$ cat config.mk
export PLATFORM = sky130hd
export DESIGN_NAME = log_band_spectrum_averager_unit_flat
export DESIGN_NICKNAME = d
export VERILOG_FILES = /design/src/rtl/lbsa_pkg.sv /design/src/rtl/lbsa_chan_if.sv /design/src/rtl/lbsa_mag_unit.sv /design/src/rtl/log_band_spectrum_averager_unit.sv /design/src/flat_wrapper.sv
export SDC_FILE = /design/constraint.sdc
export NUM_CORES = 2
export LEC_CHECK = 0
export BUFFER_PORTS_ARGS = -buffer_cell sky130_fd_sc_hd__buf_2
export CAP_MARGIN = 20
export CELL_PAD_IN_SITES_DETAIL_PLACEMENT = 1
export CELL_PAD_IN_SITES_GLOBAL_PLACEMENT = 2
export CORE_ASPECT_RATIO = 2
export CORE_MARGIN = 2
export CORE_UTILIZATION = 38
export DETAILED_ROUTE_END_ITERATION = 10
export PLACE_DENSITY_LB_ADDON = 0.1
export SLEW_MARGIN = 0
export SYNTH_ARGS = -nofsm -noshare
export SYNTH_HDL_FRONTEND = slang
export SYNTH_SLANG_ARGS = --single-unit
$ cat constraint.sdc
create_clock -name clk -period 6.55 [get_ports clk]
set_clock_uncertainty 0.2 [all_clocks]
set_input_delay 0.3275 -clock clk [delete_from_list [all_inputs] [get_ports clk]]
set_output_delay 0.3275 -clock clk [all_outputs]
set_load 0.05 [all_outputs]
$ cat src/rtl/lbsa_pkg.sv
// Shared types, constants and the band-bound table builder for the
// log-band spectrum averager. No dependencies.
package lbsa_pkg;

    localparam int unsigned FFT_SIZE_DEF   = 1024;
    localparam int unsigned BAND_STEPS_DEF = 256;
    localparam int unsigned BAND_MAX       = 256;
    localparam int unsigned BOUND_W        = 24;
    localparam int unsigned TOTAL_W        = 9;
    localparam int unsigned ROM_BITS       = BAND_MAX * BOUND_W + TOTAL_W;
    localparam int unsigned MAX_RES        = 64;
    // wide enough for (N/2 + 1) ^ BAND_STEPS at the largest sizes
    localparam int unsigned POW_W          = 3104;

    typedef enum logic [2:0] {
        ST_IDLE,
        ST_MAG,
        ST_BAND,
        ST_MULT,
        ST_SAT,
        ST_DIV,
        ST_PUSH,
        ST_FLUSH
    } lbsa_state_t;

    typedef enum logic [1:0] {
        MG_IDLE,
        MG_SQUARE,
        MG_ROOT
    } lbsa_mag_state_t;

    // exact integer power, evaluated at elaboration only
    function automatic logic [POW_W-1:0] int_pow(int unsigned b, int unsigned e);
        logic [POW_W-1:0] p;
        logic [POW_W-1:0] base;
        int unsigned rest;
        p    = POW_W'(1);
        base = POW_W'(b);
        rest = e;
        while (rest != 0)
        begin
            if (rest[0])
                p = p * base;
            base = base * base;
            rest = rest >> 1;
        end
        return p;
    endfunction

    // Band table: low bin in 11..0, high bin in 23..12 per band, band count on top.
    // Band k runs from floor(M^(k/S)) to ceil(M^((k+1)/S)) - 1, M = N/2.
    function automatic logic [ROM_BITS-1:0] build_band_rom(int unsigned pt_count,
                                                           int unsigned steps);
        int unsigned half;
        int unsigned mexp;
        int unsigned b;
        int unsigned lo;
        int unsigned hi;
        int unsigned total;
        int unsigned rf [0:BAND_MAX];
        logic        rx [0:BAND_MAX];
        logic [POW_W-1:0] lim;
        logic [ROM_BITS-1:0] img;
        logic stop;
        half  = pt_count >> 1;
        mexp  = $clog2(half);
        b     = 1;
        img   = '0;
        total = 0;
        stop  = 1'b0;
        for (int unsigned k = 0; k <= steps; k++)
        begin
            lim = '0;
            lim[mexp * k] = 1'b1;
            while (int_pow(b + 1, steps) <= lim)
                b++;
            rf[k] = b;
            rx[k] = (int_pow(b, steps) == lim);
        end
        for (int unsigned k = 0; k < steps; k++)
        begin
            if (!stop)
            begin
                if (rf[k + 1] >= half - 1)
                    stop = 1'b1;
                else
                begin
                    lo = rf[k];
                    hi = rx[k + 1] ? rf[k + 1] - 1 : rf[k + 1];
                    img[k * BOUND_W +: BOUND_W] = {12'(hi), 12'(lo)};
                    total = k + 1;
                end
            end
        end
        img[ROM_BITS-1 -: TOTAL_W] = TOTAL_W'(total);
        return img;
    endfunction

endpackage

$ cat src/rtl/lbsa_chan_if.sv
// Valid/ready channel interfaces for bins in and band results out.
// Depends on nothing.
interface lbsa_bin_if;
    logic               valid;
    logic               ready;
    logic signed [31:0] bin_real;
    logic signed [31:0] bin_imag;
    logic               frame_start;

    modport source (output valid, bin_real, bin_imag, frame_start, input ready);
    modport sink   (input valid, bin_real, bin_imag, frame_start, output ready);
endinterface

interface lbsa_band_if;
    logic        valid;
    logic        ready;
    logic [7:0]  band_number;
    logic [11:0] bar_height;
    logic        final_band;
    logic        run_end;

    modport source (output valid, band_number, bar_height, final_band, run_end,
                    input ready);
    modport sink   (input valid, band_number, bar_height, final_band, run_end,
                    output ready);
endinterface

$ cat src/rtl/lbsa_mag_unit.sv
// Bit-serial magnitude: shift-add re^2 + im^2, then digit-by-digit square root,
// then shift by log2(FFT size). Depends on lbsa_pkg.
module lbsa_mag_unit #(
    parameter int unsigned MAG_SHIFT = 10
) (
    input  logic               clk,
    input  logic               rst_n,
    input  logic               start,
    input  logic signed [31:0] bin_real,
    input  logic signed [31:0] bin_imag,
    output logic               done,
    output logic [31:0]        mag
);
    import lbsa_pkg::*;

    lbsa_mag_state_t state_reg, state_next;
    logic [4:0]  step_reg, step_next;
    logic [63:0] mcand_re_reg, mcand_re_next;
    logic [63:0] mcand_im_reg, mcand_im_next;
    logic [31:0] mplr_re_reg, mplr_re_next;
    logic [31:0] mplr_im_reg, mplr_im_next;
    logic [63:0] acc_reg, acc_next;
    logic [35:0] rem_reg, rem_next;
    logic [31:0] root_reg, root_next;
    logic        done_reg, done_next;

    logic [31:0] abs_re, abs_im;
    logic [35:0] rem_sh, trial;

    assign abs_re = bin_real[31] ? 32'(-bin_real) : 32'(bin_real);
    assign abs_im = bin_imag[31] ? 32'(-bin_imag) : 32'(bin_imag);
    assign rem_sh = {rem_reg[33:0], acc_reg[63:62]};
    assign trial  = {2'b00, root_reg, 2'b01};

    // state register
    always_ff @(posedge clk or negedge rst_n)
    begin
        if (!rst_n)
        begin
            state_reg <= MG_IDLE;
            done_reg  <= 1'b0;
            step_reg  <= '0;
        end
        else
        begin
            state_reg <= state_next;
            done_reg  <= done_next;
            step_reg  <= step_next;
        end
    end

    // datapath registers
    always_ff @(posedge clk)
    begin
        mcand_re_reg <= mcand_re_next;
        mcand_im_reg <= mcand_im_next;
        mplr_re_reg  <= mplr_re_next;
        mplr_im_reg  <= mplr_im_next;
        acc_reg      <= acc_next;
        rem_reg      <= rem_next;
        root_reg     <= root_next;
    end

    // sequencer: 32 square steps, then 32 root steps
    always_comb
    begin
        state_next    = state_reg;
        step_next     = step_reg;
        done_next     = 1'b0;
        mcand_re_next = mcand_re_reg;
        mcand_im_next = mcand_im_reg;
        mplr_re_next  = mplr_re_reg;
        mplr_im_next  = mplr_im_reg;
        acc_next      = acc_reg;
        rem_next      = rem_reg;
        root_next     = root_reg;
        case (state_reg)
            MG_IDLE:
            begin
                if (start)
                begin
                    mcand_re_next = {32'd0, abs_re};
                    mcand_im_next = {32'd0, abs_im};
                    mplr_re_next  = abs_re;
                    mplr_im_next  = abs_im;
                    acc_next      = '0;
                    step_next     = '0;
                    state_next    = MG_SQUARE;
                end
            end
            MG_SQUARE:
            begin
                acc_next = acc_reg + (mplr_re_reg[0] ? mcand_re_reg : 64'd0)
                                   + (mplr_im_reg[0] ? mcand_im_reg : 64'd0);
                mcand_re_next = {mcand_re_reg[62:0], 1'b0};
                mcand_im_next = {mcand_im_reg[62:0], 1'b0};
                mplr_re_next  = {1'b0, mplr_re_reg[31:1]};
                mplr_im_next  = {1'b0, mplr_im_reg[31:1]};
                step_next     = step_reg + 5'd1;
                if (step_reg == 5'd31)
                begin
                    rem_next   = '0;
                    root_next  = '0;
                    state_next = MG_ROOT;
                end
            end
            MG_ROOT:
            begin
                acc_next  = {acc_reg[61:0], 2'b00};
                step_next = step_reg + 5'd1;
                if (rem_sh >= trial)
                begin
                    rem_next  = rem_sh - trial;
                    root_next = {root_reg[30:0], 1'b1};
                end
                else
                begin
                    rem_next  = rem_sh;
                    root_next = {root_reg[30:0], 1'b0};
                end
                if (step_reg == 5'd31)
                begin
                    done_next  = 1'b1;
                    state_next = MG_IDLE;
                end
            end
            default:
            begin
                state_next = MG_IDLE;
            end
        endcase
    end

    assign done = done_reg;
    assign mag  = root_reg >> MAG_SHIFT;

endmodule

$ cat src/rtl/log_band_spectrum_averager_unit.sv
// Top level of the log-band spectrum averager: band bookkeeping, serial divide
// and result staging. Depends on lbsa_pkg, lbsa_chan_if and lbsa_mag_unit.
//
//   channel  | dir | payload
//   bin_ch   | in  | bin_real, bin_imag, frame_start
//   band_ch  | out | band_number, bar_height, final_band, run_end
//
// A bin first waits on the magnitude unit (start, 32 square and 32 root
// steps), then takes one band test for each band it reaches and, per closed
// band, a multiply, a range check, 12 divide steps and staging (no divide
// when saturated), then a flush if any band closed, then returns to idle.
// Reset clears all counters; the band table is constant, no clearing pass.
// A stalled output holds the sequencer at the next result; bins wait in turn.
module log_band_spectrum_averager_unit #(
    parameter int unsigned FFT_SIZE   = lbsa_pkg::FFT_SIZE_DEF,
    parameter int unsigned BAND_STEPS = lbsa_pkg::BAND_STEPS_DEF
) (
    input  logic        clk,
    input  logic        rst_n,
    lbsa_bin_if.sink    bin_ch,
    lbsa_band_if.source band_ch
);
    import lbsa_pkg::*;

    localparam logic [ROM_BITS-1:0] ROM_IMG = build_band_rom(FFT_SIZE, BAND_STEPS);
    localparam logic [TOTAL_W-1:0]  BAND_TOTAL = ROM_IMG[ROM_BITS-1 -: TOTAL_W];
    localparam int unsigned         MAG_SHIFT = $clog2(FFT_SIZE);

    lbsa_state_t state_reg, state_next;
    logic [11:0] bin_cnt_reg, bin_cnt_next;
    logic [11:0] cur_bin_reg, cur_bin_next;
    logic [8:0]  open_band_reg, open_band_next;
    logic [31:0] sum_reg, sum_next;
    logic [11:0] cnt_reg, cnt_next;
    logic [6:0]  nres_reg, nres_next;
    logic [27:0] div_rem_reg, div_rem_next;
    logic [22:0] div_d_reg, div_d_next;
    logic [11:0] quo_reg, quo_next;
    logic [3:0]  div_step_reg, div_step_next;
    logic        held_valid_reg, held_valid_next;
    logic [7:0]  held_band_reg, held_band_next;
    logic [11:0] held_bar_reg, held_bar_next;
    logic        held_final_reg, held_final_next;
    logic        out_valid_reg, out_valid_next;
    logic [7:0]  out_band_reg, out_band_next;
    logic [11:0] out_bar_reg, out_bar_next;
    logic        out_final_reg, out_final_next;
    logic        out_end_reg, out_end_next;

    logic        mag_start, mag_done;
    logic [31:0] mag;
    logic [23:0] bound;
    logic [11:0] lo_bin, hi_bin;
    logic [32:0] sum_add;
    logic [42:0] scaled;
    logic        slot_free;
    logic        accept;

    lbsa_mag_unit #(
        .MAG_SHIFT (MAG_SHIFT)
    ) u_mag (
        .clk      (clk),
        .rst_n    (rst_n),
        .start    (mag_start),
        .bin_real (bin_ch.bin_real),
        .bin_imag (bin_ch.bin_imag),
        .done     (mag_done),
        .mag      (mag)
    );

    assign accept    = bin_ch.valid && bin_ch.ready;
    assign mag_start = accept;
    assign bound     = ROM_IMG[13'(open_band_reg[7:0]) * 13'd24 +: BOUND_W];
    assign lo_bin    = bound[11:0];
    assign hi_bin    = bound[23:12];
    assign sum_add   = {1'b0, sum_reg} + {1'b0, mag};
    assign scaled    = 43'(sum_reg) * 43'd2000;
    assign slot_free = !out_valid_reg || band_ch.ready;

    assign bin_ch.ready        = (state_reg == ST_IDLE);
    assign band_ch.valid       = out_valid_reg;
    assign band_ch.band_number = out_band_reg;
    assign band_ch.bar_height  = out_bar_reg;
    assign band_ch.final_band  = out_final_reg;
    assign band_ch.run_end     = out_end_reg;

    // control registers
    always_ff @(posedge clk or negedge rst_n)
    begin
        if (!rst_n)
        begin
            state_reg      <= ST_IDLE;
            bin_cnt_reg    <= '0;
            open_band_reg  <= '0;
            sum_reg        <= '0;
            cnt_reg        <= '0;
            nres_reg       <= '0;
            div_step_reg   <= '0;
            held_valid_reg <= 1'b0;
            out_valid_reg  <= 1'b0;
        end
        else
        begin
            state_reg      <= state_next;
            bin_cnt_reg    <= bin_cnt_next;
            open_band_reg  <= open_band_next;
            sum_reg        <= sum_next;
            cnt_reg        <= cnt_next;
            nres_reg       <= nres_next;
            div_step_reg   <= div_step_next;
            held_valid_reg <= held_valid_next;
            out_valid_reg  <= out_valid_next;
        end
    end

    // payload registers
    always_ff @(posedge clk)
    begin
        cur_bin_reg    <= cur_bin_next;
        div_rem_reg    <= div_rem_next;
        div_d_reg      <= div_d_next;
        quo_reg        <= quo_next;
        held_band_reg  <= held_band_next;
        held_bar_reg   <= held_bar_next;
        held_final_reg <= held_final_next;
        out_band_reg   <= out_band_next;
        out_bar_reg    <= out_bar_next;
        out_final_reg  <= out_final_next;
        out_end_reg    <= out_end_next;
    end

    // sequencer
    always_comb
    begin
        state_next      = state_reg;
        bin_cnt_next    = bin_cnt_reg;
        cur_bin_next    = cur_bin_reg;
        open_band_next  = open_band_reg;
        sum_next        = sum_reg;
        cnt_next        = cnt_reg;
        nres_next       = nres_reg;
        div_rem_next    = div_rem_reg;
        div_d_next      = div_d_reg;
        quo_next        = quo_reg;
        div_step_next   = div_step_reg;
        held_valid_next = held_valid_reg;
        held_band_next  = held_band_reg;
        held_bar_next   = held_bar_reg;
        held_final_next = held_final_reg;
        out_valid_next  = out_valid_reg && !band_ch.ready;
        out_band_next   = out_band_reg;
        out_bar_next    = out_bar_reg;
        out_final_next  = out_final_reg;
        out_end_next    = out_end_reg;
        case (state_reg)
            ST_IDLE:
            begin
                if (accept)
                begin
                    if (bin_ch.frame_start)
                    begin
                        cur_bin_next   = '0;
                        bin_cnt_next   = 12'd1;
                        open_band_next = '0;
                        sum_next       = '0;
                        cnt_next       = '0;
                    end
                    else
                    begin
                        cur_bin_next = bin_cnt_reg;
                        if (bin_cnt_reg != 12'hFFF)
                            bin_cnt_next = bin_cnt_reg + 12'd1;
                    end
                    nres_next  = '0;
                    state_next = ST_MAG;
                end
            end
            ST_MAG:
            begin
                if (mag_done)
                    state_next = ST_BAND;
            end
            // one band test per cycle; a closed band goes to the divider
            ST_BAND:
            begin
                if (open_band_reg < BAND_TOTAL && nres_reg < 7'(MAX_RES)
                    && cur_bin_reg >= lo_bin)
                begin
                    sum_next = sum_add[32] ? 32'hFFFF_FFFF : sum_add[31:0];
                    if (cnt_reg != 12'hFFF)
                        cnt_next = cnt_reg + 12'd1;
                    if (cur_bin_reg < hi_bin)
                        state_next = held_valid_reg ? ST_FLUSH : ST_IDLE;
                    else
                        state_next = ST_MULT;
                end
                else
                begin
                    state_next = held_valid_reg ? ST_FLUSH : ST_IDLE;
                end
            end
            // sum * 2000 / 2^15, kept for the divide
            ST_MULT:
            begin
                div_rem_next = scaled[42:15];
                state_next   = ST_SAT;
            end
            ST_SAT:
            begin
                quo_next = '0;
                if (div_rem_reg >= {4'd0, cnt_reg, 12'd0})
                begin
                    quo_next   = 12'hFFF;
                    state_next = ST_PUSH;
                end
                else
                begin
                    div_d_next    = {cnt_reg, 11'd0};
                    div_step_next = 4'd11;
                    state_next    = ST_DIV;
                end
            end
            // restoring divide, one quotient bit a cycle
            ST_DIV:
            begin
                if (div_rem_reg >= {5'd0, div_d_reg})
                begin
                    div_rem_next = div_rem_reg - {5'd0, div_d_reg};
                    quo_next     = {quo_reg[10:0], 1'b1};
                end
                else
                begin
                    quo_next = {quo_reg[10:0], 1'b0};
                end
                div_d_next    = {1'b0, div_d_reg[22:1]};
                div_step_next = div_step_reg - 4'd1;
                if (div_step_reg == 4'd0)
                    state_next = ST_PUSH;
            end
            // older staged result leaves; this one waits to learn if it ends the run
            ST_PUSH:
            begin
                if (!held_valid_reg || slot_free)
                begin
                    if (held_valid_reg)
                    begin
                        out_valid_next = 1'b1;
                        out_band_next  = held_band_reg;
                        out_bar_next   = held_bar_reg;
                        out_final_next = held_final_reg;
                        out_end_next   = 1'b0;
                    end
                    held_valid_next = 1'b1;
                    held_band_next  = open_band_reg[7:0];
                    held_bar_next   = quo_reg;
                    held_final_next = ({1'b0, open_band_reg} + 10'd1)
                                      == {1'b0, BAND_TOTAL};
                    open_band_next  = open_band_reg + 9'd1;
                    sum_next        = '0;
                    cnt_next        = '0;
                    nres_next       = nres_reg + 7'd1;
                    state_next      = ST_BAND;
                end
            end
            ST_FLUSH:
            begin
                if (slot_free)
                begin
                    out_valid_next  = 1'b1;
                    out_band_next   = held_band_reg;
                    out_bar_next    = held_bar_reg;
                    out_final_next  = held_final_reg;
                    out_end_next    = 1'b1;
                    held_valid_next = 1'b0;
                    state_next      = ST_IDLE;
                end
            end
            default:
            begin
                state_next = ST_IDLE;
            end
        endcase
    end

    // checks
    a_idle_empty: assert property (@(posedge clk) disable iff (!rst_n)
        bin_ch.ready |-> !held_valid_reg)
        else $error("bin taken while a result is still staged");

    a_band_range: assert property (@(posedge clk) disable iff (!rst_n)
        open_band_reg <= BAND_TOTAL)
        else $error("open band ran past the band total");

    a_div_nonzero: assert property (@(posedge clk) disable iff (!rst_n)
        state_reg == ST_MULT |-> cnt_reg != 12'd0)
        else $error("band closed with zero bins");

    a_res_limit: assert property (@(posedge clk) disable iff (!rst_n)
        nres_reg <= 7'(MAX_RES))
        else $error("too many results for one bin");

    a_flush_end: assert property (@(posedge clk) disable iff (!rst_n)
        (state_reg == ST_FLUSH && slot_free) |=> (out_valid_reg && out_end_reg))
        else $error("run end not marked on flushed result");

endmodule

$ cat src/flat_wrapper.sv
// flat-port wrapper written by rule: the top's interface ports become plain ports
module log_band_spectrum_averager_unit_flat import lbsa_pkg::*;
#(
    parameter int unsigned FFT_SIZE   = lbsa_pkg::FFT_SIZE_DEF,
    parameter int unsigned BAND_STEPS = lbsa_pkg::BAND_STEPS_DEF
)
  (clk, rst_n, bin_ch_valid, bin_ch_bin_real, bin_ch_bin_imag, bin_ch_frame_start, bin_ch_ready, band_ch_valid, band_ch_band_number, band_ch_bar_height, band_ch_final_band, band_ch_run_end, band_ch_ready);
  lbsa_bin_if bin_ch_i ();
  lbsa_band_if band_ch_i ();
  input  logic clk;
  input  logic rst_n;
  input wire logic [$bits(bin_ch_i.valid)-1:0] bin_ch_valid;
  input wire logic [$bits(bin_ch_i.bin_real)-1:0] bin_ch_bin_real;
  input wire logic [$bits(bin_ch_i.bin_imag)-1:0] bin_ch_bin_imag;
  input wire logic [$bits(bin_ch_i.frame_start)-1:0] bin_ch_frame_start;
  output wire logic [$bits(bin_ch_i.ready)-1:0] bin_ch_ready;
  output wire logic [$bits(band_ch_i.valid)-1:0] band_ch_valid;
  output wire logic [$bits(band_ch_i.band_number)-1:0] band_ch_band_number;
  output wire logic [$bits(band_ch_i.bar_height)-1:0] band_ch_bar_height;
  output wire logic [$bits(band_ch_i.final_band)-1:0] band_ch_final_band;
  output wire logic [$bits(band_ch_i.run_end)-1:0] band_ch_run_end;
  input wire logic [$bits(band_ch_i.ready)-1:0] band_ch_ready;
  assign bin_ch_i.valid = bin_ch_valid;
  assign bin_ch_i.bin_real = bin_ch_bin_real;
  assign bin_ch_i.bin_imag = bin_ch_bin_imag;
  assign bin_ch_i.frame_start = bin_ch_frame_start;
  assign bin_ch_ready = bin_ch_i.ready;
  assign band_ch_valid = band_ch_i.valid;
  assign band_ch_band_number = band_ch_i.band_number;
  assign band_ch_bar_height = band_ch_i.bar_height;
  assign band_ch_final_band = band_ch_i.final_band;
  assign band_ch_run_end = band_ch_i.run_end;
  assign band_ch_i.ready = band_ch_ready;
  log_band_spectrum_averager_unit #(.FFT_SIZE(FFT_SIZE), .BAND_STEPS(BAND_STEPS)) u_core (.clk(clk), .rst_n(rst_n), .bin_ch(bin_ch_i), .band_ch(band_ch_i));
endmodule
==> flow_metrics.py <==
metrics = {
    "run_status": {
        "outcome": "complete, no violations",
    },
    "worst_hold_path": {
        "whs_endpoint": "u_core.u_mag.mplr_im_reg[31]",
        "hp-class": "input port to flop",
        "min_from": "bin_ch_bin_imag[29]",
        "min_path_cells": 3,
    },
    "final_layout": {
        "fillers": 12100,
        "layout.nets": 4900,
        "drive_above_1_share": 0.0740,
        "syn2layout_area_growth_pct": 11.8,
    },
    "yosys": {
        "ys_top_cells_by_area": "edfxtp_1 (32%), fa_1 (9.0%), ha_1 (8.8%), dfrtp_1 (5.5%), a21oi_1 (4.7%)",
        "synth_top_area_frac": 0.324,
        "ys_seq_area_frac": 0.378,
        "syn_area_per_cell_um2": 9.60,
        "synth-compound-area-share": 0.176,
        "synthArstFlopShare": 0.168,
        "yosysWarnings": 0,
        "synthSimpleGateAreaFrac": 0.147,
        "synthAdderAreaFrac": 0.178,
        "synth.largest_area_cell": "edfxtp_1",
        "synth_area_mm2": 0.0408,
        "netlist-cell-type-count": 89,
        "synth-seq-cells": 529,
        "synth_xor_area_frac": 0.0478,
        "synthMuxAreaShare": 0.0160,
        "yosysMostFrequentCell": "edfxtp_1",
        "synth_top_family_by_area": "adder cells",
        "synthCells": 4253,
        "synth-main-ff-cell": "edfxtp_1",
        "synth_edf_count": 440,
        "yosys-top-cells-count": "edfxtp_1 (440), inv_1 (419), a21oi_1 (383), nor2_1 (336), ha_1 (287)",
        "syn-num-nets": 4792,
    },
    "drt": {
        "ant_nets": 0,
        "dr.pass1.iters": 8,
        "wire_per_inst_um": 22.5,
        "dr.first_iter.drc_count": 1263,
        "route.vias.total": 32100,
        "viasPerCell": 5.55,
        "drc_errors": 0,
        "totalWireLength_um": 130000,
    },
    "placed_design": {
        "gp_congestion": 0.922,
        "dpl.hpwl_um": 102000,
        "portBuffers": 92,
    },
    "cts": {
        "cts_made_buffers": 55,
        "clock_path_buffers": 3,
        "clk_pin_slew_ns": 0.07,
        "cts_root_buf": "clkbuf_16",
        "htree_levels": 2,
        "worstSkewPairLatency_ns": 0.65,
        "clock_sinks": 529,
        "post_cts_buffers": 0,
        "post_cts_resized": 0,
        "cts_tree": "yes",
    },
    "worst_setup_path": {
        "r2r_cells": 18,
        "cp.required_ns": 6.71,
        "critPathCaptureType": "flop",
        "r2r_slack_ns": 0.49,
        "crit_fanout": 6,
        "cp.arrival_ns": 6.22,
        "r2r-end": "u_core.div_rem_reg[26]",
        "worstSetupPathType": "flop to flop",
        "r2r-start": "u_core.sum_reg[2]",
        "start_kind": "flop",
    },
    "floorplan": {
        "die_h_um": 468,
        "start_util": 0.382,
        "design.core.area_mm2": 0.107,
        "die_w_um": 236,
        "num_io_pins": 93,
        "fp-row-count": 170,
        "die_area_mm2": 0.110,
    },
    "timing": {
        "post-route-period-util": 0.926,
        "fin_setup_tns_ns": 0,
        "relSlewSlack": 0.279,
        "worstMarginPinSlew_ns": 1.08,
        "period_needed_ns": 6.06,
        "final-hold-violation-count": 0,
        "max_freq_ghz": 0.165,
        "slew_violations": 0,
        "setup_viol": 0,
        "rsz0062_at_grt": "false",
    },
    "flow_run": {
        "maxCapViolations": 0,
    },
    "global_route": {
        "grt_pass1_vias": 35900,
        "grt_pass1_wl_um": 203000,
        "grt_usage": 0.237,
        "grt-ovfl-total": 0,
        "antenna_found_initial": 2,
        "grt_max_degree": 132,
    },
}
per-stage QoR:
step	hold WS [ns]	cell area (um^2)	std cells	setup WS, ns	util
6_report	0.0293	45600	5785	0.487	0.427
4_1_cts	0.0114	45600	5784	0.384	0.427
3_3_place_gp	0.147	43100	5615	0.465	0.403
5_1_grt	0.0234	45600	5785	0.0897	0.427
2_1_floorplan	-0.168	40800	4253	1.05	-
3_5_place_dp	0.157	43100	5616	0.406	0.403
metal layers:
layer  routed length (um)  up-vias  global-route usage
li1                     -    15300                   -
met1                41500    16000               0.208
met4                 8440        0               0.138
met3                 2420      303              0.0196
met2                77600      489               0.506
met5                    0        -                   0
cells by family after synthesis:
family                   count (synthesis)
buffers and inverters                  610
XOR/XNOR                               223
flip-flops                             529
AND/OR/NAND/NOR                       1220
AO/OA/AOI/OAI                         1148
multiplexers                            53
adder cells (fa/ha/maj)                470
cell usage in the layout (no fill, tap or decap), drive strengths merged, types with 66 or more instances in the layout:
cell	Yosys	routed
edfxtp	440	440
inv	420	425
a21oi	384	384
nor2	336	336
ha	287	287
nand2	285	285
o21ai	267	267
and2	211	211
fa	183	183
buf	32	174
xnor2	160	160
a21o	89	89
dfrtp	89	89
nand3	73	73
nor3	66	66
what timing repair did:
item / 4_1_cts / 5_1_grt
hold endpoints to repair: 148 / 0
setup endpoints to repair: 0 / 0
hold buffers: 64 / 0
how the worst max path moves through the flow:
stage          cells after the start                endpoint              start  slack (ns)
5_1_grt                           18  u_core.div_rem_reg[26]  u_core.sum_reg[2]        0.09
2_1_floorplan                     17  u_core.div_rem_reg[24]  u_core.sum_reg[2]        1.05
3_5_place_dp                      18  u_core.div_rem_reg[26]  u_core.sum_reg[2]        0.41
4_1_cts                           18  u_core.div_rem_reg[26]  u_core.sum_reg[2]        0.38
6_report                          18  u_core.div_rem_reg[26]  u_core.sum_reg[2]        0.49
3_3_place_gp                      18  u_core.div_rem_reg[26]  u_core.sum_reg[2]        0.46
critical path, stage by stage, from the launching register on:
cell      delay [ns]
dfrtp_1         0.47
inv_1           0.16
fa_1            0.59
fa_1            0.46
fa_1            0.52
inv_1           0.06
fa_1            0.45
ha_1            0.32
a21o_1          0.19
a21o_1          0.18
a221oi_2        0.32
buf_4           0.21
a211oi_1        0.10
o31a_1          0.41
a41oi_1         0.37
o21ai_0         0.24
a21oi_1         0.27
xor2_1          0.17
a21oi_1         0.08
layout make-up:
type                            instances  area [um^2]  share of cell area
Multi-Input combinational cell       3114        23200               0.508
Sequential cell                       529        15400               0.338
Timing Repair Buffer                  238         1800              0.0395
Tap cell                             1376         1720              0.0377
Inverter                              423         1590              0.0348
Clock buffer                           64         1450              0.0318
Clock inverter                         40          468              0.0103
Antenna cell                            1         2.50           0.0000548
Power is not shown: default switching activity piles up to over one toggle a cycle in this logic, so the estimate is an artifact.
